**config.mk**
```make
export PLATFORM = sky130hd
export DESIGN_NAME = comment_and_space_stripper
export DESIGN_NICKNAME = d
export VERILOG_FILES = /design/src/design/csstrip_pkg.sv /design/src/design/csstrip_judge.sv /design/src/design/csstrip_outq.sv /design/src/design/comment_and_space_stripper.sv
export VERILOG_INCLUDE_DIRS = /design/src /design/src/design
export SDC_FILE = /design/constraint.sdc
export NUM_CORES = 1
export LEC_CHECK = 0
export BUFFER_PORTS_ARGS = -buffer_cell sky130_fd_sc_hd__buf_2
export CORE_AREA = 2 2 115 117
export DETAILED_ROUTE_END_ITERATION = 6
export DIE_AREA = 0 0 117 119
export PLACE_DENSITY = 0.48
export SLEW_MARGIN = 20
export SYNTH_ARGS = -nofsm -noshare
export SYNTH_HDL_FRONTEND = slang
export SYNTH_SLANG_ARGS = --single-unit
```
**constraint.sdc**
```tcl
create_clock -name clk -period 3.9 [get_ports clk]
set_clock_uncertainty 0.1 [all_clocks]
set_input_delay 0.975 -clock clk [delete_from_list [all_inputs] [get_ports clk]]
set_output_delay 0.975 -clock clk [all_outputs]
set_load 0.02 [all_outputs]
```
**src/design/comment_and_space_stripper_macros.svh**
```systemverilog
// Assertion macros shared by the comment and space stripper modules.
`ifndef COMMENT_AND_SPACE_STRIPPER_MACROS_SVH
`define COMMENT_AND_SPACE_STRIPPER_MACROS_SVH

// Property checked on every clock edge once reset is released.
`define CSS_ASSERT(label, prop, msg) \
	label: assert property (@(posedge clk) disable iff (!arst_n) (prop)) else $error(msg);

// Implication with the consequent checked in the next cycle.
`define CSS_ASSERT_NEXT(label, ante, cons, msg) \
	label: assert property (@(posedge clk) disable iff (!arst_n) (ante) |=> (cons)) \
		else $error(msg);

`endif

```
**src/design/csstrip_pkg.sv**
```systemverilog
// Shared types and constants for the comment and space stripper.
package csstrip_pkg;

	localparam logic [7:0] CH_SLASH  = 8'h2F;
	localparam logic [7:0] CH_STAR   = 8'h2A;
	localparam logic [7:0] CH_LPAR   = 8'h28;
	localparam logic [7:0] CH_LSQ    = 8'h5B;
	localparam logic [7:0] CH_RPAR   = 8'h29;
	localparam logic [7:0] CH_RSQ    = 8'h5D;
	localparam logic [7:0] CH_NL     = 8'h0A;
	localparam logic [7:0] CH_QUOTE  = 8'h22;
	localparam logic [7:0] CH_SPACE  = 8'h20;
	localparam logic [7:0] CH_BSLASH = 8'h5C;
	localparam logic [7:0] CH_NUL    = 8'h00;

	// Result queue sizing
	localparam int OQ_DEPTH = 4;
	localparam int OQ_PTR_W = $clog2(OQ_DEPTH);
	localparam int OQ_CNT_W = OQ_PTR_W + 1;

	// Scanner flags carried from byte to byte
	typedef struct packed {
		logic [7:0] prev_kept;
		logic       in_quote;
		logic       in_line_comment;
		logic       in_block_comment;
		logic       drop_next;
	} strip_state_t;

	localparam strip_state_t STATE_RESET = '{
		prev_kept:        CH_SPACE,
		in_quote:         1'b0,
		in_line_comment:  1'b0,
		in_block_comment: 1'b0,
		drop_next:        1'b0
	};

	// One result item
	typedef struct packed {
		logic [7:0] char_out;
		logic       has_char;
		logic       end_of_text;
		logic       last_of_run;
	} strip_res_t;

endpackage

```
**src/design/csstrip_judge.sv**
```systemverilog
// Keep/drop decision for one byte given its follower, with flag update.
module csstrip_judge (
	input  csstrip_pkg::strip_state_t cur_state,
	input  logic [7:0]                b,
	input  logic [7:0]                nx,
	output csstrip_pkg::strip_state_t next_state,
	output logic                      keep,
	output logic [7:0]                kept
);
	import csstrip_pkg::*;

	logic commented;
	logic b_blank;
	logic prev_open;

	assign commented = cur_state.in_line_comment | cur_state.in_block_comment;
	assign b_blank   = (b == CH_SPACE) || (b == CH_NL);
	assign prev_open = (cur_state.prev_kept == CH_SPACE) || (cur_state.prev_kept == CH_NL) ||
		(cur_state.prev_kept == CH_LPAR) || (cur_state.prev_kept == CH_LSQ);
	assign kept      = (b == CH_NL) ? CH_SPACE : b;

	always_comb begin
		next_state = cur_state;
		keep       = 1'b0;
		if (cur_state.drop_next) begin
			next_state.drop_next = 1'b0;
		end else begin
			if (!commented && b == CH_QUOTE && cur_state.prev_kept != CH_BSLASH) begin
				next_state.in_quote = ~cur_state.in_quote;
			end
			if (next_state.in_quote) begin
				keep = 1'b1;
			end else begin
				if (!commented && b == CH_SLASH) begin
					if (nx == CH_SLASH) begin
						next_state.in_line_comment = 1'b1;
						next_state.drop_next       = 1'b1;
					end else if (nx == CH_STAR) begin
						next_state.in_block_comment = 1'b1;
						next_state.drop_next        = 1'b1;
					end
				end
				if (next_state.in_line_comment && b == CH_NL) begin
					next_state.in_line_comment = 1'b0;
				end else if (next_state.in_block_comment && b == CH_STAR && nx == CH_SLASH) begin
					next_state.in_block_comment = 1'b0;
					next_state.drop_next        = 1'b1;
				end else if (next_state.in_line_comment || next_state.in_block_comment) begin
					keep = 1'b0;
				end else if (b_blank && (prev_open || nx == CH_RPAR || nx == CH_RSQ)) begin
					keep = 1'b0;
				end else begin
					keep = 1'b1;
				end
			end
			if (keep) begin
				next_state.prev_kept = kept;
			end
		end
	end

endmodule

```
**src/design/csstrip_outq.sv**
```systemverilog
// Small result queue: up to two writes and one read per cycle.
`include "comment_and_space_stripper_macros.svh"
module csstrip_outq (
	input  logic                   clk,
	input  logic                   arst_n,
	input  logic [1:0]             push_cnt,
	input  csstrip_pkg::strip_res_t push0,
	input  csstrip_pkg::strip_res_t push1,
	output logic                   room,
	output logic                   out_valid,
	input  logic                   out_ready,
	output csstrip_pkg::strip_res_t head
);
	import csstrip_pkg::*;

	strip_res_t            slot_q [OQ_DEPTH];
	logic [OQ_PTR_W-1:0]   wr_ptr_q;
	logic [OQ_PTR_W-1:0]   rd_ptr_q;
	logic [OQ_CNT_W-1:0]   count_q;
	logic                  pop;
	logic [OQ_PTR_W-1:0]   wr_ptr_p1;

	assign out_valid = (count_q != '0);
	assign pop       = out_valid & out_ready;
	assign head      = slot_q[rd_ptr_q];
	// two free slots needed, ignoring a read in the same cycle
	assign room      = (count_q <= OQ_CNT_W'(OQ_DEPTH - 2));
	assign wr_ptr_p1 = wr_ptr_q + OQ_PTR_W'(1);

	always_ff @(posedge clk) begin
		if (push_cnt != 2'd0) begin
			slot_q[wr_ptr_q] <= push0;
		end
		if (push_cnt == 2'd2) begin
			slot_q[wr_ptr_p1] <= push1;
		end
	end

	always_ff @(posedge clk or negedge arst_n) begin
		if (!arst_n) begin
			wr_ptr_q <= '0;
			rd_ptr_q <= '0;
			count_q  <= '0;
		end else begin
			wr_ptr_q <= wr_ptr_q + OQ_PTR_W'(push_cnt);
			if (pop) begin
				rd_ptr_q <= rd_ptr_q + OQ_PTR_W'(1);
			end
			count_q <= count_q + OQ_CNT_W'(push_cnt) - OQ_CNT_W'(pop);
		end
	end

	`CSS_ASSERT(a_oq_bound, count_q <= OQ_CNT_W'(OQ_DEPTH), "result queue count out of range")
	`CSS_ASSERT(a_oq_room, (push_cnt == 2'd0) || room, "result written without room")
	`CSS_ASSERT(a_oq_ptrs, OQ_PTR_W'(wr_ptr_q - rd_ptr_q) == OQ_PTR_W'(count_q), "queue pointers disagree with count")

endmodule

```
**src/design/comment_and_space_stripper.sv**
```systemverilog
// Top level of the comment and space stripper: input stage, scanner and result queue.
//
// Usage notes:
// - Input channel (in_valid/in_ready, char_in, last_in) takes one source byte per request;
//   last_in marks the final byte of a text.
// - Output channel (out_valid/out_ready) gives char_out, has_char, end_of_text and
//   last_of_run per request. has_char low means an end marker with no byte.
// - One byte is held back until its follower arrives, so a byte's result appears only
//   after the next byte (or the final byte) has been taken.
// - Path: a taken request is registered in the input stage and judged there once the
//   queue has room; the results it completes are then written to the result queue.
// - Throughput: one byte per cycle while the queue has room. A final byte may give
//   two results; they leave by the single read port of the four-entry result queue.
// - The scanner runs only when the queue has two free slots; while the receiver
//   stalls the queue fills and in_ready drops, and nothing is lost.
// - Reset (arst_n low) empties the input stage and the queue and returns the flags to
//   their idle values (previous kept byte a space). After every final byte the flags
//   return to the same values, so the next byte starts a new text.
`include "comment_and_space_stripper_macros.svh"
module comment_and_space_stripper (
	input  logic       clk,
	input  logic       arst_n,
	input  logic       in_valid,
	output logic       in_ready,
	input  logic [7:0] char_in,
	input  logic       last_in,
	output logic       out_valid,
	input  logic       out_ready,
	output logic [7:0] char_out,
	output logic       has_char,
	output logic       end_of_text,
	output logic       last_of_run
);
	import csstrip_pkg::*;

	// input stage
	logic         valid_s1;
	logic [7:0]   char_s1;
	logic         last_s1;

	// scanner state
	logic [7:0]   held_byte_q;
	logic         held_valid_q;
	strip_state_t st_q;

	logic         room;
	logic         fire;
	strip_state_t st_j1;
	strip_state_t st_j2;
	strip_state_t st_mid;
	logic         keep_j1;
	logic         keep_j2;
	logic [7:0]   kept_j1;
	logic [7:0]   kept_j2;
	logic         keep1;
	logic         keep2;
	logic [1:0]   push_cnt;
	strip_res_t   push0;
	strip_res_t   push1;
	strip_res_t   head;
	logic         scan_idle;

	assign fire     = valid_s1 & room;
	assign in_ready = ~valid_s1 | fire;

	always_ff @(posedge clk or negedge arst_n) begin
		if (!arst_n) begin
			valid_s1 <= 1'b0;
		end else if (in_ready) begin
			valid_s1 <= in_valid;
		end
	end

	always_ff @(posedge clk) begin
		if (in_ready && in_valid) begin
			char_s1 <= char_in;
			last_s1 <= last_in;
		end
	end

	// held byte judged against the incoming one
	csstrip_judge u_judge_held (
		.cur_state  (st_q),
		.b          (held_byte_q),
		.nx         (char_s1),
		.next_state (st_j1),
		.keep       (keep_j1),
		.kept       (kept_j1)
	);

	assign keep1  = held_valid_q & keep_j1;
	assign st_mid = held_valid_q ? st_j1 : st_q;

	// final byte judged against a follower of zero
	csstrip_judge u_judge_last (
		.cur_state  (st_mid),
		.b          (char_s1),
		.nx         (CH_NUL),
		.next_state (st_j2),
		.keep       (keep_j2),
		.kept       (kept_j2)
	);

	assign keep2 = last_s1 & keep_j2;

	always_comb begin
		push_cnt = 2'd0;
		push0    = '{char_out: CH_NUL, has_char: 1'b0, end_of_text: last_s1,
			last_of_run: 1'b1};
		push1    = '{char_out: kept_j2, has_char: 1'b1, end_of_text: last_s1,
			last_of_run: 1'b1};
		if (fire) begin
			if (keep1 && keep2) begin
				push_cnt = 2'd2;
				push0    = '{char_out: kept_j1, has_char: 1'b1, end_of_text: 1'b0,
					last_of_run: 1'b0};
			end else if (keep1) begin
				push_cnt       = 2'd1;
				push0.char_out = kept_j1;
				push0.has_char = 1'b1;
			end else if (keep2) begin
				push_cnt       = 2'd1;
				push0.char_out = kept_j2;
				push0.has_char = 1'b1;
			end else if (last_s1) begin
				// nothing kept: end marker only
				push_cnt = 2'd1;
			end
		end
	end

	always_ff @(posedge clk or negedge arst_n) begin
		if (!arst_n) begin
			held_valid_q <= 1'b0;
			st_q         <= STATE_RESET;
		end else if (fire) begin
			if (last_s1) begin
				held_valid_q <= 1'b0;
				st_q         <= STATE_RESET;
			end else begin
				held_valid_q <= 1'b1;
				st_q         <= st_mid;
			end
		end
	end

	always_ff @(posedge clk) begin
		if (fire) begin
			held_byte_q <= char_s1;
		end
	end

	csstrip_outq u_outq (
		.clk       (clk),
		.arst_n    (arst_n),
		.push_cnt  (push_cnt),
		.push0     (push0),
		.push1     (push1),
		.room      (room),
		.out_valid (out_valid),
		.out_ready (out_ready),
		.head      (head)
	);

	assign char_out    = head.char_out;
	assign has_char    = head.has_char;
	assign end_of_text = head.end_of_text;
	assign last_of_run = head.last_of_run;

	// scanner back at its idle values
	assign scan_idle = !held_valid_q && (st_q == STATE_RESET);

	`CSS_ASSERT_NEXT(a_last_clears, fire && last_s1, scan_idle, "state not cleared after final byte")
	`CSS_ASSERT(a_mid_one, !(fire && !last_s1) || push_cnt <= 2'd1, "two results from a mid byte")
	`CSS_ASSERT(a_last_some, !(fire && last_s1) || push_cnt != 2'd0, "final byte gave no result")

endmodule

```
==> impl_metrics.tcl <==
set metrics [dict create \
    status "complete, no violations" \
    fp-row-count 42 \
    fin_crit_ns 3.803 \
    critPathMaxFanout 4 \
    syn_area_um2 4379 \
    critPathMaxStageDelay_ns 0.60 \
    die_h_um 119 \
    synth_ff_type "edfxtp_1" \
    place_congestion 0.8674 \
    p_leak_nw 1.982 \
    dp_hpwl_um 8419 \
    vias 3274 \
    ys_seq_elements 82 \
    vias_per_cell 5.358 \
    drtIter0Drc 175 \
    start_util_pct 34.01 \
    cp_top_family "simple AND/OR/NAND/NOR gates" \
    irDropWorstVdd_v 0.0003006 \
    pin_count 26 \
    route.met3.wl_um 481 \
    antenna_found_initial 0 \
    async_flop_share_pct 25.61 \
    cts_sinks 82 \
    placed_area_um2 4898 \
    insertion_delay_ns 0.35 \
    final-hold-violation-count 0 \
    synth_fp_nets 395 \
    hold_class "flip-flop to flip-flop" \
    grt_pass1_wl_um 18060 \
    io_buffer_count 25 \
    groute.usage.overall_pct 17.31 \
    crit_type "flip-flop to flip-flop" \
    area_growth_pct 21.17 \
    critPathSlowestCell "or4b_4" \
    grt_pass1_vias 3269 \
    cts.reportedPaths.clkPinSlew_ns 0.06 \
    tightest_slew_ns 0.7944 \
    h-tree-depth 3 \
    drv_slew 0 \
    nets 448 \
    dr_wl_met2_um 5222 \
    grt_max_degree 27 \
    numCtsBuffers 9 \
    p_total_w 0.003947 \
    yosys_warnings 0 \
    max_clock_freq_ghz 0.2630 \
    synth_cells 377 \
    slew_headroom_pct 47.04 \
    core-area_um2 12870 \
    die_x_um 117 \
    crit_buf_inv 1 \
    cp-end-kind "flip-flop" \
    dr.max_layer_used "met4" \
    wl_met1_um 5312 \
    p_per_area_nw_per_um2 743.9 \
    cts_root_buf "clkbuf_16" \
    n_antenna_cell 0 \
    drc 0 \
    die_area_um2 13920 \
    hold_buffers 0 \
    cp_data_required_time_ns 4.07 \
    drv_cap 0 \
    ant_nets 0 \
    yosysSeqAreaShare_pct 52.03 \
    grt_overflow 0 \
    cpMostUsedCell "xor2_2" \
    cp-start-kind "flip-flop" \
    cts_buffer_depth 2 \
    synth_edf_count 53 \
    setup_viol 0 \
    wire_per_inst_um 18.37 \
    arrival_ns 3.97 \
    final_layout_size_suffix_gt1_share_pct 26.67 \
    syn_area_per_cell_um2 11.62 \
    cts_tree "yes" \
    drt_pass1_iterations 5 \
    yosysUniqueCellTypes 66 \
    finish.instance_area_um2 5306 \
    drt_wl_total_um 11230 \
    crit_chain "or4b_4 > a2111o_1 > xor2_2 > a31oi_4 > nand2b_4 > or4_4 > o221ai_4 > and2_4 > inv_2 > ha_4 > fa_2 > xor2_2 > xnor2_1" \
    period_share_pct 97.50 \
]
## stage by stage
| step | utilization, % | instances | setup TNS, ns | setup WS, ns | hold WS, ns |
|---|---|---|---|---|---|
| 6_report | 41.21 | 611 | 0 | 0.09732 | 0.3883 |
| 5_1_grt | 41.21 | 611 | -0.2255 | -0.06534 | 0.4294 |
| 4_1_cts | 40.26 | 607 | 0 | 0.006751 | 0.4037 |
| 3_5_place_dp | 38.05 | 591 | 0 | 0.03565 | 0.3920 |
| 3_3_place_gp | 38.05 | 591 | 0 | 0.1291 | 0.3871 |
| 2_1_floorplan | - | 377 | 0 | 0.006530 | 0.3244 |
## Yosys cell counts (2+ instances only)
master | number | area share, %
nand2b_1 | 11 | 1.6
and3b_1 | 2 | 0.40
a22o_1 | 8 | 1.6
and3_1 | 4 | 0.57
o21ai_0 | 9 | 1.0
nand4_1 | 4 | 0.57
nand2_1 | 33 | 2.8
nand3b_1 | 2 | 0.34
and2_1 | 5 | 0.71
buf_2 | 2 | 0.23
buf_6 | 4 | 1.0
a31oi_1 | 6 | 0.86
nor2b_1 | 4 | 0.57
xnor2_1 | 6 | 1.2
dfrtp_1 | 20 | 11
o22ai_1 | 13 | 1.9
a32o_1 | 18 | 4.1
a21o_1 | 5 | 0.86
or4b_1 | 2 | 0.46
nor4b_1 | 3 | 0.60
nand3_1 | 11 | 1.3
clkbuf_1 | 15 | 1.3
nand4b_1 | 3 | 0.60
o31ai_1 | 2 | 0.34
and4_1 | 2 | 0.40
edfxtp_1 | 53 | 36
or4_1 | 2 | 0.34
a211oi_1 | 3 | 0.51
o2bb2ai_1 | 4 | 0.80
inv_1 | 10 | 0.86
mux4_2 | 11 | 5.7
xor2_1 | 4 | 0.80
a21oi_1 | 12 | 1.4
nor2_1 | 28 | 2.4
nor3_1 | 9 | 1.0
a32oi_1 | 4 | 0.80
a211o_1 | 3 | 0.60
dfxtp_1 | 8 | 3.7
ha_1 | 4 | 1.1
buf_1 | 2 | 0.17
## flip-flops by register name, indices dropped and copies added, names as in the netlist
| name | count |
|---|---|
| char_s1 | 8 |
| held_byte_q | 8 |
| held_valid_q | 1 |
| last_s1 | 1 |
| st_q | 12 |
| u_outq.count_q | 3 |
| u_outq.rd_ptr_q | 2 |
| u_outq.slot_q | 44 |
| u_outq.wr_ptr_q | 2 |
| valid_s1 | 1 |
## final cells by class
type	count	area, µm²
clock inverters	7	60.06
repair buffers	65	425.4
flip-flops and latches	82	2278
fillers	1242	7569
multi-input cells	262	2059
inverters	10	37.54
well taps	176	220.2
clock buffers	9	225.2
## power breakdown
group          leakage (nW)  total, W  internal [W]  switching [W]
logic                  1.01   0.00164      0.000676       0.000963
registers             0.836   0.00147       0.00124       0.000238
clock network         0.140  0.000835      0.000488       0.000347
## final timing paths
path,start,endpoint,slack [ns],depth (start not counted)
worst max-delay path,held_byte_q[7],u_outq.count_q[2],0.1,13
worst min-delay path,u_outq.count_q[2],u_outq.count_q[2],0.39,1
worst max register to register,held_byte_q[7],u_outq.count_q[2],0.1,13
worst min register to register,u_outq.count_q[2],u_outq.count_q[2],0.39,1
max in group asynchronous,arst_n,st_q[9],2.84,1
min in group asynchronous,arst_n,st_q[3],0.50,1
## cell families after synthesis
| logic type | Yosys count | share of synthesized area (%) |
|---|---|---|
| flops | 82 | 52.03 |
| xor+xnor | 10 | 2.000 |
| buf+inv | 33 | 3.571 |
| fa+ha+maj | 5 | 1.600 |
| compound gates | 99 | 17.54 |
| mux | 12 | 5.971 |
| simple gates | 136 | 17.29 |
## metal layers
layer / global-route usage [%] / vias up
met4: 7.132 / 0
met3: 4.275 / 17
met2: 26.01 / 86
met1: 23.82 / 1584
li1: - / 1587
met5: 0 / -
## placed cells by master (no fill, tap or decap), types with 3 or more instances in the layout
cell type	Yosys	final
dfxtp_1	8	8
and3_1	4	4
a21o_1	5	5
nor4b_1	3	3
a21oi_1	12	11
nand4b_1	3	3
xnor2_1	6	6
o22ai_1	13	13
a32o_1	18	18
nor3_1	9	7
o2bb2ai_1	4	4
nand4_1	4	4
ha_1	4	3
buf_2	2	25
nor2b_1	4	4
clkinv_2	0	3
nand3_1	11	11
dfrtp_1	20	20
buf_4	0	40
a22o_1	8	8
a31oi_1	6	4
mux4_2	11	11
and2_1	5	4
nand2b_1	11	11
a211o_1	3	3
edfxtp_1	53	53
clkbuf_16	0	9
nor2_1	28	28
o21ai_0	9	8
a32oi_1	4	4
inv_1	10	9
nand2_1	33	33
## timing repair
item                       4_1_cts  5_1_grt
setup endpoints to repair        0       29
buffers inserted                 0        4
gates resized for setup          0       15
Note: power is estimated with default switching activity, not from simulation.
